## config.mk

```make
export PLATFORM = sky130hd
export DESIGN_NAME = line_sensor_centroid_error
export DESIGN_NICKNAME = d
export VERILOG_FILES = /design/src/rtl/core/lsce_pkg.sv /design/src/rtl/core/lsce_div.sv /design/src/rtl/core/line_sensor_centroid_error.sv
export VERILOG_INCLUDE_DIRS = /design/src /design/src/rtl/core
export SDC_FILE = /design/constraint.sdc
export NUM_CORES = 1
export LEC_CHECK = 0
export BUFFER_PORTS_ARGS = -buffer_cell sky130_fd_sc_hd__buf_4
export CAP_MARGIN = 20
export CELL_PAD_IN_SITES_DETAIL_PLACEMENT = 1
export CELL_PAD_IN_SITES_GLOBAL_PLACEMENT = 2
export CORE_MARGIN = 4
export CORE_UTILIZATION = 33
export DETAILED_ROUTE_END_ITERATION = 12
export PLACE_DENSITY_LB_ADDON = 0.2
export SLEW_MARGIN = 30
export SYNTH_ARGS = -nofsm -noshare
export SYNTH_HDL_FRONTEND = slang
export SYNTH_SLANG_ARGS = --single-unit
```

## constraint.sdc

```tcl
create_clock -name aclk -period 5 [get_ports aclk]
set_input_delay 0.5 -clock aclk [delete_from_list [all_inputs] [get_ports aclk]]
set_output_delay 0.5 -clock aclk [all_outputs]
set_load 0.01 [all_outputs]
```

## src/rtl/core/line_sensor_centroid_error_assert.svh

```systemverilog
// Assertion macros shared by the line-sensor block.
`ifndef LINE_SENSOR_CENTROID_ERROR_ASSERT_SVH
`define LINE_SENSOR_CENTROID_ERROR_ASSERT_SVH

// Property checked on every clock edge outside reset.
`define LSCE_ASSERT(label, prop) \
    label: assert property (@(posedge aclk) disable iff (!aresetn) (prop)) \
        else $error("lsce assertion failed");

// Condition in one cycle implies a condition in the next.
`define LSCE_ASSERT_NEXT(label, ante, cons) \
    label: assert property (@(posedge aclk) disable iff (!aresetn) (ante) |=> (cons)) \
        else $error("lsce next-cycle assertion failed");

`endif

```

## src/rtl/core/lsce_pkg.sv

```systemverilog
package lsce_pkg;

    localparam int NUM_SENSORS = 8;
    localparam int IDX_W       = $clog2(NUM_SENSORS);

    localparam logic [7:0]  ALL_WHITE      = 8'hFF;
    localparam logic [7:0]  ALL_BLACK      = 8'h00;
    localparam logic [15:0] DEBOUNCE_RESET = 16'd30;

    // sum of weights spans -16..16, count 0..8
    localparam int SUM_W = 6;
    localparam int MAG_W = 5;
    localparam int CNT_W = 4;

    typedef struct packed {
        logic [7:0]  sensor_bits;
        logic [31:0] now_ms;
    } lsce_in_t;

    typedef struct packed {
        logic signed [3:0] position_error;
        logic              black_seen;
    } lsce_out_t;

    typedef struct packed {
        logic             start;
        logic [MAG_W-1:0] dividend;
        logic [CNT_W-1:0] divisor;
    } lsce_div_req_t;

    typedef struct packed {
        logic             done;
        logic [MAG_W-1:0] quotient;
    } lsce_div_rsp_t;

    // channel weights, channel 0 leftmost
    function automatic logic signed [3:0] chan_weight(input logic [IDX_W-1:0] idx);
        logic signed [3:0] w;
        case (idx)
            3'd0:    w = 4'sd7;
            3'd1:    w = 4'sd5;
            3'd2:    w = 4'sd3;
            3'd3:    w = 4'sd1;
            3'd4:    w = -4'sd1;
            3'd5:    w = -4'sd3;
            3'd6:    w = -4'sd5;
            3'd7:    w = -4'sd7;
            default: w = 4'sd0;
        endcase
        return w;
    endfunction

endpackage

```

## src/rtl/core/lsce_div.sv

```systemverilog
module lsce_div (
    input  logic                   aclk,
    input  logic                   aresetn,
    input  lsce_pkg::lsce_div_req_t req,
    output lsce_pkg::lsce_div_rsp_t rsp
);
    import lsce_pkg::*;

    localparam int STEP_W = $clog2(MAG_W);

    logic [MAG_W-1:0]  rem_reg, rem_next;
    logic [MAG_W-1:0]  quo_reg, quo_next;
    logic [CNT_W-1:0]  dvs_reg, dvs_next;
    logic [STEP_W-1:0] step_reg, step_next;
    logic              busy_reg, busy_next;
    logic              done_reg, done_next;

    logic [MAG_W-1:0] rem_shift;
    logic [MAG_W:0]   diff;

    // restoring divide, one quotient bit per cycle
    always_comb begin
        rem_shift = {rem_reg[MAG_W-2:0], quo_reg[MAG_W-1]};
        diff      = {1'b0, rem_shift} - {{(MAG_W+1-CNT_W){1'b0}}, dvs_reg};
        rem_next  = rem_reg;
        quo_next  = quo_reg;
        dvs_next  = dvs_reg;
        step_next = step_reg;
        busy_next = busy_reg;
        done_next = 1'b0;
        if (req.start) begin
            rem_next  = '0;
            quo_next  = req.dividend;
            dvs_next  = req.divisor;
            step_next = '0;
            busy_next = 1'b1;
        end else if (busy_reg) begin
            if (!diff[MAG_W]) begin
                rem_next = diff[MAG_W-1:0];
                quo_next = {quo_reg[MAG_W-2:0], 1'b1};
            end else begin
                rem_next = rem_shift;
                quo_next = {quo_reg[MAG_W-2:0], 1'b0};
            end
            step_next = step_reg + 1'b1;
            if (step_reg == STEP_W'(MAG_W - 1)) begin
                busy_next = 1'b0;
                done_next = 1'b1;
            end
        end
    end

    always_ff @(posedge aclk) begin
        if (!aresetn) begin
            busy_reg <= 1'b0;
            done_reg <= 1'b0;
            step_reg <= '0;
        end else begin
            busy_reg <= busy_next;
            done_reg <= done_next;
            step_reg <= step_next;
        end
        rem_reg <= rem_next;
        quo_reg <= quo_next;
        dvs_reg <= dvs_next;
    end

    assign rsp.done     = done_reg;
    assign rsp.quotient = quo_reg;

endmodule

```

## src/rtl/core/line_sensor_centroid_error.sv

```systemverilog
// Line-sensor centroid and black debounce. Each transfer on s_ carries an
// 8-channel sample (bit 0 leftmost, 0 = black) and the millisecond time; one
// result transfer on m_ follows for every input. black_seen is 1 once black
// has stood for at least debounce_time ms, measured with 32-bit wrapping
// subtraction from the recorded start (0 = no start; an all-white sample
// clears it). position_error is the mean of the weights 7,5,3,1,-1,-3,-5,-7
// over the black channels, truncated toward zero, and 0 for an all-black or
// all-white sample. Timing: one item at a time. A sample is scanned one
// channel per cycle, then the restoring divider steps through load, 5
// quotient bits and done before m_valid rises (an all-black or all-white
// sample skips the divide); s_ready returns the cycle after the result
// transfer. debounce_time (reset 30) is written through cfg_wr_en/cfg_wr_data;
// the user must write it only while idle; the block leaves it unchecked.
module line_sensor_centroid_error (
    input  logic               aclk,
    input  logic               aresetn,
    input  logic               s_valid,
    output logic               s_ready,
    input  lsce_pkg::lsce_in_t  s_data,
    output logic               m_valid,
    input  logic               m_ready,
    output lsce_pkg::lsce_out_t m_data,
    input  logic               cfg_wr_en,
    input  logic [15:0]        cfg_wr_data
);
    import lsce_pkg::*;

    typedef enum logic [3:0] {
        ST_IDLE = 4'b0001,
        ST_SCAN = 4'b0010,
        ST_DIV  = 4'b0100,
        ST_OUT  = 4'b1000
    } state_t;

    state_t                  state_reg, state_next;
    logic [15:0]             debounce_reg;
    logic [31:0]             start_reg, start_next;
    logic [7:0]              bits_reg, bits_next;
    logic [IDX_W-1:0]        idx_reg, idx_next;
    logic signed [SUM_W-1:0] sum_reg, sum_next;
    logic [CNT_W-1:0]        cnt_reg, cnt_next;
    logic                    zero_reg, zero_next;   // force error to 0
    logic                    seen_reg, seen_next;
    logic                    div_go_reg, div_go_next;
    lsce_out_t               out_reg, out_next;

    logic                    in_xfer;
    logic [31:0]             start_eff;
    logic [31:0]             elapsed;
    logic [MAG_W-1:0]        mag;
    logic signed [3:0]       quo_s;
    lsce_div_req_t           div_req;
    lsce_div_rsp_t           div_rsp;

    assign s_ready = (state_reg == ST_IDLE);
    assign m_valid = (state_reg == ST_OUT);
    assign m_data  = out_reg;
    assign in_xfer = s_valid && s_ready;

    // debounce: start latches on the first black sample; a start of 0 means unset
    assign start_eff = (start_reg == '0) ? s_data.now_ms : start_reg;
    assign elapsed   = s_data.now_ms - start_eff;

    // magnitude of the weight sum, |sum| <= 16
    assign mag   = sum_reg[SUM_W-1] ? MAG_W'(-sum_reg) : MAG_W'(sum_reg);
    assign quo_s = $signed(div_rsp.quotient[3:0]);

    assign div_req.start    = div_go_reg;
    assign div_req.dividend = mag;
    assign div_req.divisor  = cnt_reg;

    lsce_div u_div (
        .aclk    (aclk),
        .aresetn (aresetn),
        .req     (div_req),
        .rsp     (div_rsp)
    );

    always_comb begin
        state_next  = state_reg;
        start_next  = start_reg;
        bits_next   = bits_reg;
        idx_next    = idx_reg;
        sum_next    = sum_reg;
        cnt_next    = cnt_reg;
        zero_next   = zero_reg;
        seen_next   = seen_reg;
        div_go_next = 1'b0;
        out_next    = out_reg;
        case (state_reg)
            ST_IDLE: begin
                if (in_xfer) begin
                    bits_next = s_data.sensor_bits;
                    idx_next  = '0;
                    sum_next  = '0;
                    cnt_next  = '0;
                    zero_next = (s_data.sensor_bits == ALL_WHITE) ||
                                (s_data.sensor_bits == ALL_BLACK);
                    if (s_data.sensor_bits != ALL_WHITE) begin
                        start_next = start_eff;
                        seen_next  = (elapsed >= {16'd0, debounce_reg});
                    end else begin
                        start_next = '0;
                        seen_next  = 1'b0;
                    end
                    state_next = ST_SCAN;
                end
            end
            ST_SCAN: begin
                // one channel per cycle through the weight adder
                if (!bits_reg[idx_reg]) begin
                    sum_next = sum_reg + SUM_W'(chan_weight(idx_reg));
                    cnt_next = cnt_reg + 1'b1;
                end
                idx_next = idx_reg + 1'b1;
                if (idx_reg == IDX_W'(NUM_SENSORS - 1)) begin
                    if (zero_reg) begin
                        out_next.position_error = 4'sd0;
                        out_next.black_seen     = seen_reg;
                        state_next              = ST_OUT;
                    end else begin
                        div_go_next = 1'b1;
                        state_next  = ST_DIV;
                    end
                end
            end
            ST_DIV: begin
                if (div_rsp.done) begin
                    out_next.position_error = sum_reg[SUM_W-1] ? -quo_s : quo_s;
                    out_next.black_seen     = seen_reg;
                    state_next              = ST_OUT;
                end
            end
            ST_OUT: begin
                if (m_ready) begin
                    state_next = ST_IDLE;
                end
            end
            default: begin
                state_next = ST_IDLE;
            end
        endcase
    end

    always_ff @(posedge aclk) begin
        if (!aresetn) begin
            state_reg    <= ST_IDLE;
            debounce_reg <= DEBOUNCE_RESET;
            start_reg    <= '0;
            div_go_reg   <= 1'b0;
        end else begin
            state_reg  <= state_next;
            start_reg  <= start_next;
            div_go_reg <= div_go_next;
            if (cfg_wr_en) begin
                debounce_reg <= cfg_wr_data;
            end
        end
        bits_reg <= bits_next;
        idx_reg  <= idx_next;
        sum_reg  <= sum_next;
        cnt_reg  <= cnt_next;
        zero_reg <= zero_next;
        seen_reg <= seen_next;
        out_reg  <= out_next;
    end

`include "line_sensor_centroid_error_assert.svh"

    `LSCE_ASSERT(a_in_out_exclusive, !(s_ready && m_valid))
    `LSCE_ASSERT(a_err_in_range, !m_valid || (m_data.position_error != 4'sb1000))
    `LSCE_ASSERT(a_forced_zero, !(m_valid && zero_reg) || (m_data.position_error == 4'sd0))
    `LSCE_ASSERT_NEXT(a_white_clears, in_xfer && (s_data.sensor_bits == ALL_WHITE),
                      (start_reg == '0) && !seen_reg)
    `LSCE_ASSERT_NEXT(a_div_only_in_div, div_go_reg, state_reg == ST_DIV)

endmodule

```

Word level (Yosys, flattened, before mapping):

Memory sizes are Yosys's and may differ from the RTL's. A register that Yosys moved wholly into a read port is not among the register bits.
Index checks and enable logic that the tools add are counted.

* multipliers: 0
* bitwise gates (word level): 2
* div/mod/pow operators: 0
* magnitude comparators: 2
* add/subtract/negate cells: 8
* equality and inequality tests: 14
* shift operators: 0
* reductions and logical operators: 15
* multiplexer cells: 36

Operators by type and width (number)
* 2-to-1 mux 32 bit: 2
* 2-to-1 mux 4 bit: 11
* >= comparator 32 x 16 -> 1 bit: 1
* zero test 32 bit: 1
* subtractor 32 bit: 1
* 2-to-1 mux 5 bit: 6
* one-hot mux 4 bit (4 select lines): 1
* 2-to-1 mux 6 bit: 2
* one-hot mux 6 bit (2 select lines): 1
* one-hot mux 5 bit (2 select lines): 1
* equality test 8 bit, second input constant: 1
* zero test 8 bit: 1
* != test 8 bit, second input constant: 1
* one-hot mux 4 bit (2 select lines): 1
* AND reduction 4 bit: 2
* 2-to-1 mux 1 bit: 7
* adder 3 x 1 -> 3 bit, second input constant: 2
* adder 6 x 4 -> 6 bit: 1
* equality test 3 bit, second input constant: 2
* 2-to-1 mux 3 bit: 2
* != test 2 x 1 -> 1 bit, second input constant: 3
* != test 2 bit, second input constant: 3
* one-hot mux 3 bit (2 select lines): 1
* AND reduction 3 bit: 2
* other kinds (17): 21

* RAM bits: 0
* logic and storage cells: 96
* memories: 1
* input bits: 61
* bits in registers: 99
* latch bits: 0
* memory bits (read-only): 24
* output and inout bits: 7

Memories
* (no name shown): words 8, bits a word 3, rd ports 1, clocked after memory_dff 1, wr ports 0, line lsce_pkg.sv:39 `case (idx)`

Logic depth before layout (Yosys ltp):

Gate-level depths: netlist (run 1).

* word-level depth: 7
* depth in mapped cells: 22
* mapped depth without buffers: 21

Cells and area by module:

From an unflattened synthesis (run 1), not the netlist that was laid out.

* cell total of the unflattened synthesis: 774
* area, all modules: 6710.2 µm²

Modules (own cells, without submodules)
* line_sensor_centroid_error: sequential area each 1961.9 µm², cells each 694, instances 1, area each 5803.1 µm²
* lsce_div: sequential area each 450.4 µm², cells each 80, instances 1, area each 907.1 µm²

Worst setup path after synthesis (run 1):

OpenSTA, ideal clock, no wires.

* path kind: register -> register
* start: register start_reg[24]
* end: register seen_reg, data pin
* path buffers: 1
* required time: 4.725 ns
* period minus slack after synthesis: 4.877 ns
* library setup time: 0.275 ns
* arrival: 4.602 ns
* slack: 0.123 ns
* stages on the path, launching flop included: 23
* cell sequence: dfxtp_1 nor4_1 nand4_1 nor2_1 clkbuf_1 a21o_1 ha_1 inv_1 fa_1 a211oi_1 o211ai_1 nand2_1 nand2_1 a31oi_1 xnor2_1 ha_1 o21ai_0 nor2_1 a2111oi_0 nand4_1 or4_1 nor4_1 a41oi_1

* word-level cells in the longest chain between the ends: 4

RTL lines
* start: declaration: line line_sensor_centroid_error.sv:37 `logic [31:0] start_reg, start_next;`
* start signal: assignment: line line_sensor_centroid_error.sv:153 `start_reg <= start_next;`
* zero test 32 bit: line line_sensor_centroid_error.sv:61 `assign start_eff = (start_reg == '0) ? s_data.now_ms : start_reg;`
* 2-to-1 mux 32 bit (*): line line_sensor_centroid_error.sv:61
* subtractor 32 bit (*): line line_sensor_centroid_error.sv:62 `assign elapsed = s_data.now_ms - start_eff;`
* >= comparator 32 x 16 -> 1 bit (*): line line_sensor_centroid_error.sv:101 `seen_next = (elapsed >= {16'd0, debounce_reg});`
* end signal: assignment: line line_sensor_centroid_error.sv:164 `seen_reg <= seen_next;`
* end: declaration: line line_sensor_centroid_error.sv:43 `logic seen_reg, seen_next;`

Every way passes the cells marked *; elsewhere a longest branch is shown, timed or not.
A chain may end at the register's enable or synchronous reset.

Worst setup path after layout (run 1):

* start: register start_reg[28]
* end: register seen_reg, data pin

The elaborated chain is that of the path after synthesis.

==> results of run 1 <==
==> cells in the mapped netlist (7+ instances only) <==
cell type / number
nand4_1: 13
a21oi_1: 108
dfxtp_1: 65
edfxtp_1: 37
xor2_1: 15
clkbuf_1: 20
xnor2_1: 22
mux2i_1: 19
a21o_1: 10
nor2_1: 129
nand2_1: 41
nor3_1: 10
ha_1: 62
a211oi_1: 14
o211ai_1: 10
inv_1: 44
nand3_1: 15
nor2b_1: 7
o21a_1: 7
nor4_1: 11
o21ai_0: 28
==> cell families after synthesis <==
group | Yosys count | synth area share
xor+xnor | 37 | 0.0489
mux | 22 | 0.0372
buf+inv | 77 | 0.0500
fa+ha+maj | 65 | 0.126
compound gates | 216 | 0.202
flops | 102 | 0.364
simple gates | 252 | 0.172
==> power by group through the flow <==
stage	Combinational, µW	Clock [µW]	Sequential (µW)
5_1_grt	4080	797	1020
3_5_place_dp	3490	0	1030
3_3_place_gp	3410	0	1020
2_1_floorplan	2260	0	1010
4_1_cts	3620	765	1010
6_report	3630	742	1010
==> how the worst min path moves through the flow <==
stage                                  end  slack [ns]
after floorplan                  m_data[0]        0.40
after global placement    u_div.dvs_reg[3]        0.47
after detailed placement  u_div.dvs_reg[3]        0.46
after CTS                      bits_reg[4]        0.32
after global routing           bits_reg[4]        0.32
final                          bits_reg[4]        0.33
==> through the flow <==
| step | TNS (ns) | instances | hold WS (ns) | worst slack (ns) | power (µW) |
|---|---|---|---|---|---|
| 2_1_floorplan | 0 | 771 | 0.400 | 0.123 | 3270 |
| 3_3_place_gp | -0.338 | 1165 | 0.467 | -0.338 | 4430 |
| 3_5_place_dp | -0.407 | 1165 | 0.460 | -0.407 | 4520 |
| 4_1_cts | 0 | 1183 | 0.319 | 0.0195 | 5390 |
| 5_1_grt | -0.279 | 1184 | 0.320 | -0.279 | 5900 |
| 6_report | 0 | 1184 | 0.334 | 0.0746 | 5380 |
==> worst max-delay path, delay by kind of cell, from the launching register on <==
family	cells	cell delay, ns
adder cells (fa/ha/maj)	2	0.69
AND/OR/NAND/NOR	8	1.74
AO/OA/AOI/OAI	7	1.32
buffers and inverters	3	0.46
XOR/XNOR	1	0.13
flip-flops	1	0.32
==> cell usage in the layout, fill, tap and decap left out, types with 12 or more instances in the layout <==
master    instances
buf_4           163
nor2_1          127
a21oi_1         105
dfxtp_1          65
ha_1             62
inv_1            44
nand2_1          41
edfxtp_1         37
o21ai_0          27
xnor2_1          22
mux2i_1          19
xor2_1           15
nand3_1          15
nand4_1          13
a211oi_1         12
==> metal layers <==
metal,vias up,wire length (µm),GRT usage
li1,3052,-,-
met1,2965,8820,0.227
met4,0,299,0.0517
met5,-,0,0
met2,74,10000,0.325
met3,26,597,0.0282
==> cell type report <==
class | count | area (µm²)
inverters | 44 | 165
clock inverters | 6 | 80.1
multi-input cells | 592 | 3960
clock buffers | 10 | 229
fillers | 2321 | 11200
flip-flops and latches | 102 | 2410
well taps | 265 | 332
repair buffers | 165 | 1250
==> repair_timing <==
action / in CTS / in global routing
resized for setup: 11 / 6
setup buffers: 2 / 1
pin swaps: 11 / 6
endpoints found under the setup margin: 1 / 1
==> results.md, run 1 <==
| Item | Reported | Unit |
| --- | --- | --- |
| Run status | completed | - |
| Part of the power in registers | 0.187 | - |
| First-iteration detailed-routing DRC count | 233 | - |
| Slew Limit Fails | 0 | - |
| Number of warnings issued by yosys | 0 | - |
| Cells along the critical path | nor4_2, buf_4, nand4_1, nor2_4, buf_6, a21oi_1, ha_1, a21o_1, a21oi_2, a2111o_1, and2_2, xnor2_1, ha_1, a211oi_2, nor2_1, a2111oi_2, buf_4, nand4_1, or4_1, nor4_2, a41oi_1 | - |
| Min-delay worst type | input pin to register | - |
| DIE HEIGHT | 150 | µm |
| Instance area after placement | 8030 | µm² |
| Dominant cells by area after synthesis | dfxtp_1, edfxtp_1, ha_1 | - |
| RSZ-0062 raised after global routing | true | - |
| Routability congestion estimate from global placement | 0.896 | - |
| Max Clock Skew | 0.0130 | ns |
| Total I/O pin count | 68 | - |
| Initial standard-cell utilization of the core | 0.338 | - |
| Kind of launch point of the worst setup path | register | - |
| Reported leakage power | 0.00357 | µW |
| Flip-flop cell with the highest count after synthesis | dfxtp_1 | - |
| Flip-flop count of the largest register after layout | 32 | - |
| Net Sw Power | 2380 | µW |
| Area of the mapped netlist | 6630 | µm² |
| Core outline area | 19600 | µm² |
| Post-cts hold buffer count | 0 | - |
| Post-detailed-route wirelength per cell | 16.7 | µm |
| Top cell type by total area after synthesis | dfxtp_1 | - |
| Layout cell share with drive strength beyond 1 | 0.229 | - |
| Highest clock frequency the design can meet | 203 | MHz |
| Number of instances in the synthesized netlist | 771 | - |
| DP Wirelength | 16000 | µm |
| Proportion of netlist area held by the largest area contributor | 0.196 | - |
| Launch point of the critical path | start_reg[28] | - |
| Final cell utilization of the core | 0.430 | - |
| Number of buffers on the longest clock path | 2 | - |
| Type of destination of the critical path | register | - |
| Net Sw Frac | 0.442 | - |
| Row count | 51 | - |
| Final net count | 1040 | - |
| Number of enable flip-flop cells after synthesis | 37 | - |
| Maximum number of pins on one net before global-route repair | 38 | - |
| Number of distinct library cells after synthesis | 66 | - |
| P&R area growth vs syn | 27.1 | % |
| Number of antenna violations at the first check in global routing | 0 | - |
| I/O Buffers | 67 | - |
| DRT antenna net count | 0 | - |
| Number of antenna diodes | 0 | - |
| Peak supply drop | 257 | µV |
| Worst Reg2Reg Path Length in Cells | 21 | - |
| Cell chosen for the clock root | clkbuf_16 | - |
| Total Die Area | 22400 | µm² |
| Insertion delay of the later-clocked pin in the worst-skew pair | 0.36 | ns |
| CP arrival | 5.01 | ns |
| Fin. Hold Viols | 0 | - |
| Avg Synthesized Cell Area | 8.60 | µm² |
| Cell type of the slowest stage on the worst timing path | or4_1 | - |
| Number of setup violations in the final report | 0 | - |
| Portion of the clock cycle consumed by the worst path in the final layout | 0.985 | - |
| Worst hold path cell count | 1 | - |
| Final routed DRC violation total | 0 | - |
| Worst reg2reg path startpoint | start_reg[28] | - |
| HP Start | s_data[36] | - |
| Drt pass-1 iters | 4 | - |
| First-pass GRT wire length | 32900 | µm |
| Via count | 6117 | - |
| Share of flip-flops with an asynchronous set or reset after synthesis | 0 | - |
| Relative slew margins | 0.442 | - |
| Post-layout minimum cycle time | 4.93 | ns |
| GRT Total Usage | 0.182 | - |
| Power per unit of standard cell area | 639 | nW/µm² |
| Net Count, Synth | 897 | - |
| Part of the Yosys area used for sequential elements | 0.364 | - |
| Total detailed-routing wirelength | 19800 | µm |
| Clock power frac | 0.138 | - |
| Number of flip-flops and latches in the synthesized netlist | 102 | - |
| Largest driver fanout on the critical path | 4 | - |
| Comb pwr share | 0.675 | - |
| CP endpoint | seen_reg | - |
| Via count of the first global-routing pass | 6587 | - |
| Level count of the clock H-tree | 3 | - |
| Reported max-cap violation count | 0 | - |
| CTS tree | yes | - |
| Register-to-register setup slack | 0.07 | ns |
| Cell area after layout | 8430 | µm² |
| Slew at the pin closest to its max-slew limit | 0.826 | ns |
| Number of buffers inserted during clock tree synthesis | 9 | - |
| Internal power summed over all cells | 3010 | µW |
| CTS Sinks | 102 | - |
| Final global-route overflow total | 0 | - |
| Clock-pin slew reported for the worst setup and hold paths after clock tree synthesis | 0.08 | ns |
| Worst setup path class | register to register | - |
| Worst Path Required | 5.08 | ns |
| Routed via count divided by cell count | 5.17 | - |
| Worst R2R End | seen_reg | - |
| Die extent in x | 150 | µm |
| Peak per-stage delay on the critical path | 0.52 | ns |
No activity file was read; power rests on OpenSTA's default activity.
==> run 2: changes to the inputs <==
--- a/config.mk
+++ b/config.mk
@@ -14,6 +14,7 @@
 export CORE_UTILIZATION = 33
 export DETAILED_ROUTE_END_ITERATION = 12
 export PLACE_DENSITY_LB_ADDON = 0.2
+export RECOVER_POWER = 50
 export SLEW_MARGIN = 30
 export SYNTH_ARGS = -nofsm -noshare
 export SYNTH_HDL_FRONTEND = slang
==> results.md, run 2 (same netlist as run 1, synthesis figures left out) <==
| Item | Reported | Unit |
| --- | --- | --- |
| RSZ-0062 raised after global routing | true | - |
| Area occupied by multi-input gates | 3960 | µm² |
| DP Wirelength | 16000 | µm |
| Number of antenna violations at the first check in global routing | 0 | - |
| Final cell utilization of the core | 0.427 | - |
| Number of antenna diodes | 0 | - |
| CP arrival | 5.01 | ns |
| Reported max-cap violation count | 1 | - |
| Instance area after placement | 8030 | µm² |
| Total Power | 5380 | µW |
| Final routed DRC violation total | 0 | - |
| Drt pass-1 iters | 4 | - |
| Post-detailed-route wirelength per cell | 16.7 | µm |
| Slew at the pin closest to its max-slew limit | 1.73 | ns |
| First-iteration detailed-routing DRC count | 217 | - |
| Register-to-register setup slack | 0.08 | ns |
| Maximum number of pins on one net before global-route repair | 38 | - |
| Core outline area | 19600 | µm² |
| Peak per-stage delay on the critical path | 0.52 | ns |
| Number of cells after detailed placement | 1165 | - |
| HP Start | cfg_wr_data[4] | - |
| Failing checks | capacitance limit, slew limit | - |
| Clock-pin slew reported for the worst setup and hold paths after clock tree synthesis | 0.07 | ns |
| Worst Path Required | 5.09 | ns |
| Number of buffers on the longest clock path | 2 | - |
| Relative slew margins | -0.154 | - |
| CTS Sinks | 102 | - |
| Portion of the clock cycle consumed by the worst path in the final layout | 0.985 | - |
| GRT Total Usage | 0.182 | - |
| Setup tns final | 0 | ns |
| Highest clock frequency the design can meet | 203 | MHz |
| Fill cell total of the finished layout | 2335 | - |
| Worst min-delay path endpoint | debounce_reg[4] | - |
| Cell chosen for the clock root | clkbuf_16 | - |
| Most frequent cells in the layout | buf_4, nor2_1, a21oi_1 | - |
| Number of buffers inserted during clock tree synthesis | 9 | - |
| DRT antenna net count | 0 | - |
| Worst Reg2Reg Path Length in Cells | 21 | - |
| Total Die Area | 22400 | µm² |
| Cells along the critical path | nor4_2, buf_4, nand4_1, nor2_4, buf_6, a21oi_1, ha_1, a21o_1, a21oi_2, a2111o_1, and2_2, xnor2_1, ha_1, a211oi_2, nor2_1, a2111oi_2, buf_4, nand4_1, or4_1, nor4_2, a41oi_1 | - |
| Largest driver fanout on the critical path | 4 | - |
| Cell area after layout | 8370 | µm² |
| Final net count | 1040 | - |
| CTS tree | yes | - |
| Sequential cell area in the final layout | 2410 | µm² |
| Worst reg2reg path startpoint | start_reg[28] | - |
| Type of destination of the critical path | register | - |
| I/O Buffers | 67 | - |
| Layout cell share with drive strength beyond 1 | 0.210 | - |
| Worst setup path class | register to register | - |
| Routability congestion estimate from global placement | 0.896 | - |
| Reported leakage power | 0.00350 | µW |
| Via count of the first global-routing pass | 6587 | - |
| Number of setup violations in the final report | 0 | - |
| Max Clock Skew | 0.0144 | ns |
| Level count of the clock H-tree | 3 | - |
| Slew Limit Fails | 38 | - |
| Total I/O pin count | 68 | - |
| Post-cts hold buffer count | 0 | - |
| Post-layout minimum cycle time | 4.92 | ns |
| Initial standard-cell utilization of the core | 0.338 | - |
| Min-delay worst type | input pin to register | - |
| Final global-route overflow total | 0 | - |
| Worst R2R End | seen_reg | - |
| Commonest non-fill, non-tap cell in the layout | buf_4 | - |
| Routed via count divided by cell count | 5.17 | - |
| DIE HEIGHT | 150 | µm |
| Post-route insts no fill | 1184 | - |
| Fin. Hold Viols | 0 | - |
| Via count | 6118 | - |
| P&R area growth vs syn | 26.2 | % |
| Crit path buf inv count | 3 | - |
| Worst hold path cell count | 3 | - |
| Run status | finished with violations | - |
| Launch point of the critical path | start_reg[28] | - |
| Cell type of the slowest stage on the worst timing path | or4_1 | - |
| Peak supply drop | 257 | µV |
| Row count | 51 | - |
| Kind of launch point of the worst setup path | register | - |
| First-pass GRT wire length | 32900 | µm |
| Power per unit of standard cell area | 643 | nW/µm² |
| Die extent in x | 150 | µm |
| Flip-flop count of the largest register after layout | 32 | - |
| Total detailed-routing wirelength | 19800 | µm |
| Cell family contributing the most delay on the critical path | simple AND/OR/NAND/NOR gates | - |
| Insertion delay of the later-clocked pin in the worst-skew pair | 0.36 | ns |
## run 2: cell types whose count changed in the layout (fill, tap and decap cells not counted), sizes merged
cell    before  now
clkbuf      10   26
buf        165  149
## run 2: worst max-delay path by stage
stage / end / slack, ns / cells after the start
6_report: seen_reg / 0.08 / 21
5_1_grt: seen_reg / -0.28 / 24
4_1_cts: seen_reg / 0.02 / 24
3_5_place_dp: seen_reg / -0.41 / 21
3_3_place_gp: seen_reg / -0.34 / 23
2_1_floorplan: seen_reg / 0.12 / 22
## run 2: metal layers
metal	part of all wire	global-route usage
met1	0.45	0.227
met2	0.50	0.325
met3	0.030	0.0282
met4	0.015	0.0517
met5	0	0
## run 2: what timing repair did
| item | 4_1_cts | 5_1_grt |
|---|---|---|
| pin swaps | 11 | 6 |
| setup buffers | 2 | 1 |
| resized for setup | 11 | 6 |
| endpoints found under the setup margin | 1 | 1 |
## run 2: power by group
group	internal, µW	switching (µW)
Clock	399	343
Sequential	951	57.1
Combinational	1650	1980
## run 2: cell type report
| cell class | instances | area share |
|---|---|---|
| inverter | 44 | 0.0197 |
| clock inverter | 6 | 0.00957 |
| tap | 265 | 0.0396 |
| sequential | 102 | 0.288 |
| timing repair buffer | 165 | 0.142 |
| multi-input combinational | 592 | 0.474 |
| clock buffer | 10 | 0.0274 |
## run 2: per-stage QoR
step | hold WS (ns) | setup slack [ns]
6_report | 0.368 | 0.0764
2_1_floorplan | 0.400 | 0.123
3_5_place_dp | 0.460 | -0.407
4_1_cts | 0.319 | 0.0195
3_3_place_gp | 0.467 | -0.338
5_1_grt | 0.355 | -0.279
## run 2: worst reg2reg max path: cells and delay by family, from the launching register on
kind,cells,cell delay [ns]
XOR/XNOR,1,0.13
adder cells (fa/ha/maj),2,0.69
buffers and inverters,3,0.46
flip-flops,1,0.32
AO/OA/AOI/OAI,7,1.33
AND/OR/NAND/NOR,8,1.74
==> run 3: changes to the inputs <==
--- a/config.mk
+++ b/config.mk
@@ -11,11 +11,11 @@
 export CELL_PAD_IN_SITES_DETAIL_PLACEMENT = 1
 export CELL_PAD_IN_SITES_GLOBAL_PLACEMENT = 2
 export CORE_MARGIN = 4
-export CORE_UTILIZATION = 33
+export CORE_UTILIZATION = 34
+export CTS_BUF_LIST = sky130_fd_sc_hd__clkbuf_2
 export DETAILED_ROUTE_END_ITERATION = 12
 export PLACE_DENSITY_LB_ADDON = 0.2
 export RECOVER_POWER = 50
-export SLEW_MARGIN = 30
 export SYNTH_ARGS = -nofsm -noshare
 export SYNTH_HDL_FRONTEND = slang
 export SYNTH_SLANG_ARGS = --single-unit
==> results.md, run 3 (same netlist as run 1, synthesis figures left out) <==
| Item | Reported | Unit |
| --- | --- | --- |
| Run status | completed | - |
| Largest driver fanout on the critical path | 3 | - |
| Final net count | 1053 | - |
| Maximum number of pins on one net before global-route repair | 35 | - |
| Clock-pin slew reported for the worst setup and hold paths after clock tree synthesis | 0.27 | ns |
| I/O Buffers | 67 | - |
| Via count of the first global-routing pass | 6651 | - |
| Initial standard-cell utilization of the core | 0.350 | - |
| Most frequent cells in the layout | buf_4, nor2_1, a21oi_1 | - |
| Routability congestion estimate from global placement | 0.886 | - |
| DP Wirelength | 16300 | µm |
| Max Clock Skew | 0.0494 | ns |
| CP arrival | 5.23 | ns |
| Peak supply drop | 378 | µV |
| Slew Limit Fails | 0 | - |
| Relative slew margins | 0.485 | - |
| Highest clock frequency the design can meet | 206 | MHz |
| Portion of the clock cycle consumed by the worst path in the final layout | 0.971 | - |
| Total detailed-routing wirelength | 20300 | µm |
| First-iteration detailed-routing DRC count | 211 | - |
| Power per unit of standard cell area | 624 | nW/µm² |
| Drt pass-1 iters | 4 | - |
| Fill cell total of the finished layout | 2283 | - |
| Reported max-cap violation count | 0 | - |
| Worst Path Required | 5.38 | ns |
| Total Die Area | 21800 | µm² |
| P&R area growth vs syn | 26.8 | % |
| Number of buffers inserted during clock tree synthesis | 9 | - |
| Die extent in x | 148 | µm |
| Cell area after layout | 8410 | µm² |
| Commonest non-fill, non-tap cell in the layout | buf_4 | - |
| Final routed DRC violation total | 0 | - |
| Type of destination of the critical path | register | - |
| Number of buffers on the longest clock path | 2 | - |
| Core outline area | 19000 | µm² |
| Area occupied by multi-input gates | 4090 | µm² |
| Row count | 50 | - |
| Reported leakage power | 0.00353 | µW |
| Insertion delay of the later-clocked pin in the worst-skew pair | 0.62 | ns |
| CTS tree | yes | - |
| Level count of the clock H-tree | 3 | - |
| Total I/O pin count | 68 | - |
| Flip-flop count of the largest register after layout | 32 | - |
| Layout cell share with drive strength beyond 1 | 0.232 | - |
| Via count | 6170 | - |
| Number of setup violations in the final report | 0 | - |
| Kind of launch point of the worst setup path | register | - |
| Cell chosen for the clock root | clkbuf_2 | - |
| Routed via count divided by cell count | 5.17 | - |
| Sequential cell area in the final layout | 2420 | µm² |
| Fin. Hold Viols | 0 | - |
| Min-delay worst type | input pin to register | - |
| Final global-route overflow total | 0 | - |
| DIE HEIGHT | 148 | µm |
| GRT Total Usage | 0.188 | - |
| RSZ-0062 raised after global routing | true | - |
| First-pass GRT wire length | 33500 | µm |
| Post-layout minimum cycle time | 4.86 | ns |
| Setup tns final | 0 | ns |
| Worst setup path class | register to register | - |
| CTS Sinks | 102 | - |
| DRT antenna net count | 0 | - |
| Instance area after placement | 8060 | µm² |
| Slew at the pin closest to its max-slew limit | 0.771 | ns |
| Number of antenna violations at the first check in global routing | 1 | - |
| Post-detailed-route wirelength per cell | 17.0 | µm |
-- run 3: timing repair --
action                     in CTS  in global routing
resized for setup              16                 29
hold buffers                    7                  1
setup endpoints to repair       1                  1
hold endpoints to repair        7                  1
pin swaps                       7                 25
setup buffers                   1                  2
-- run 3: area by class of cell --
class,count,area share
diodes,1,0.000298
clock buffers,11,0.00655
clock inverters,5,0.00447
inverters,44,0.0196
multi-input cells,592,0.486
flip-flops and latches,102,0.288
well taps,260,0.0387
repair buffers,178,0.156
-- run 3: stage by stage --
stage          cells  worst slack (ns)  power, µW   util  hold slack [ns]
6_report        1193             0.144       5240  0.443           0.0999
2_1_floorplan    771             0.123       3270      -            0.400
5_1_grt         1193            -0.127       5720  0.443           0.0271
3_5_place_dp    1165            -0.549       4570  0.425            0.479
3_3_place_gp    1164            -0.439       4440  0.424            0.470
4_1_cts         1189           0.00975       5060  0.438         0.000659
-- run 3: path summary, 6_finish.rpt --
check,from,endpoint,slack [ns],cells past startpoint
max,start_reg[30],seen_reg,0.14,22
min,cfg_wr_data[4],debounce_reg[4],0.1,3
max reg2reg,start_reg[30],seen_reg,0.14,22
min reg2reg,debounce_reg[1],debounce_reg[1],0.52,2
-- run 3: where the power goes --
group | switching, µW | internal (µW) | total [µW] | leakage (µW)
Sequential | 67.1 | 953 | 1020 | 0.000888
Combinational | 2090 | 1760 | 3860 | 0.00257
Clock | 290 | 72.6 | 363 | 0.0000638
-- run 3: metal layers --
metal  vias to the layer above  part of all wire  GRT usage  wire, µm
met5                         -                 0          0         0
met4                         0             0.011     0.0396       229
met3                        18             0.024     0.0273       477
met2                        78              0.51      0.344     10400
met1                      2990              0.45      0.236      9190
li1                       3084                 -          -         -
-- run 3: critical path, cell delays in order (launching register included) --
cell and delay, ns:
dfxtp_2 0.40, nor4_4 0.29, nand4_1 0.23, nor2_4 0.20, a21o_1 0.15, ha_2 0.19, inv_2 0.04, fa_2 0.39
a211oi_2 0.23, o211ai_1 0.18, nand2_1 0.12, nand2_2 0.09, a31oi_4 0.21, xnor2_1 0.10, ha_1 0.24, a211oi_2 0.23
nor2_2 0.08, a2111oi_4 0.31, buf_4 0.17, nand4_1 0.08, or4_4 0.42, nor4_2 0.14, a41oi_1 0.13
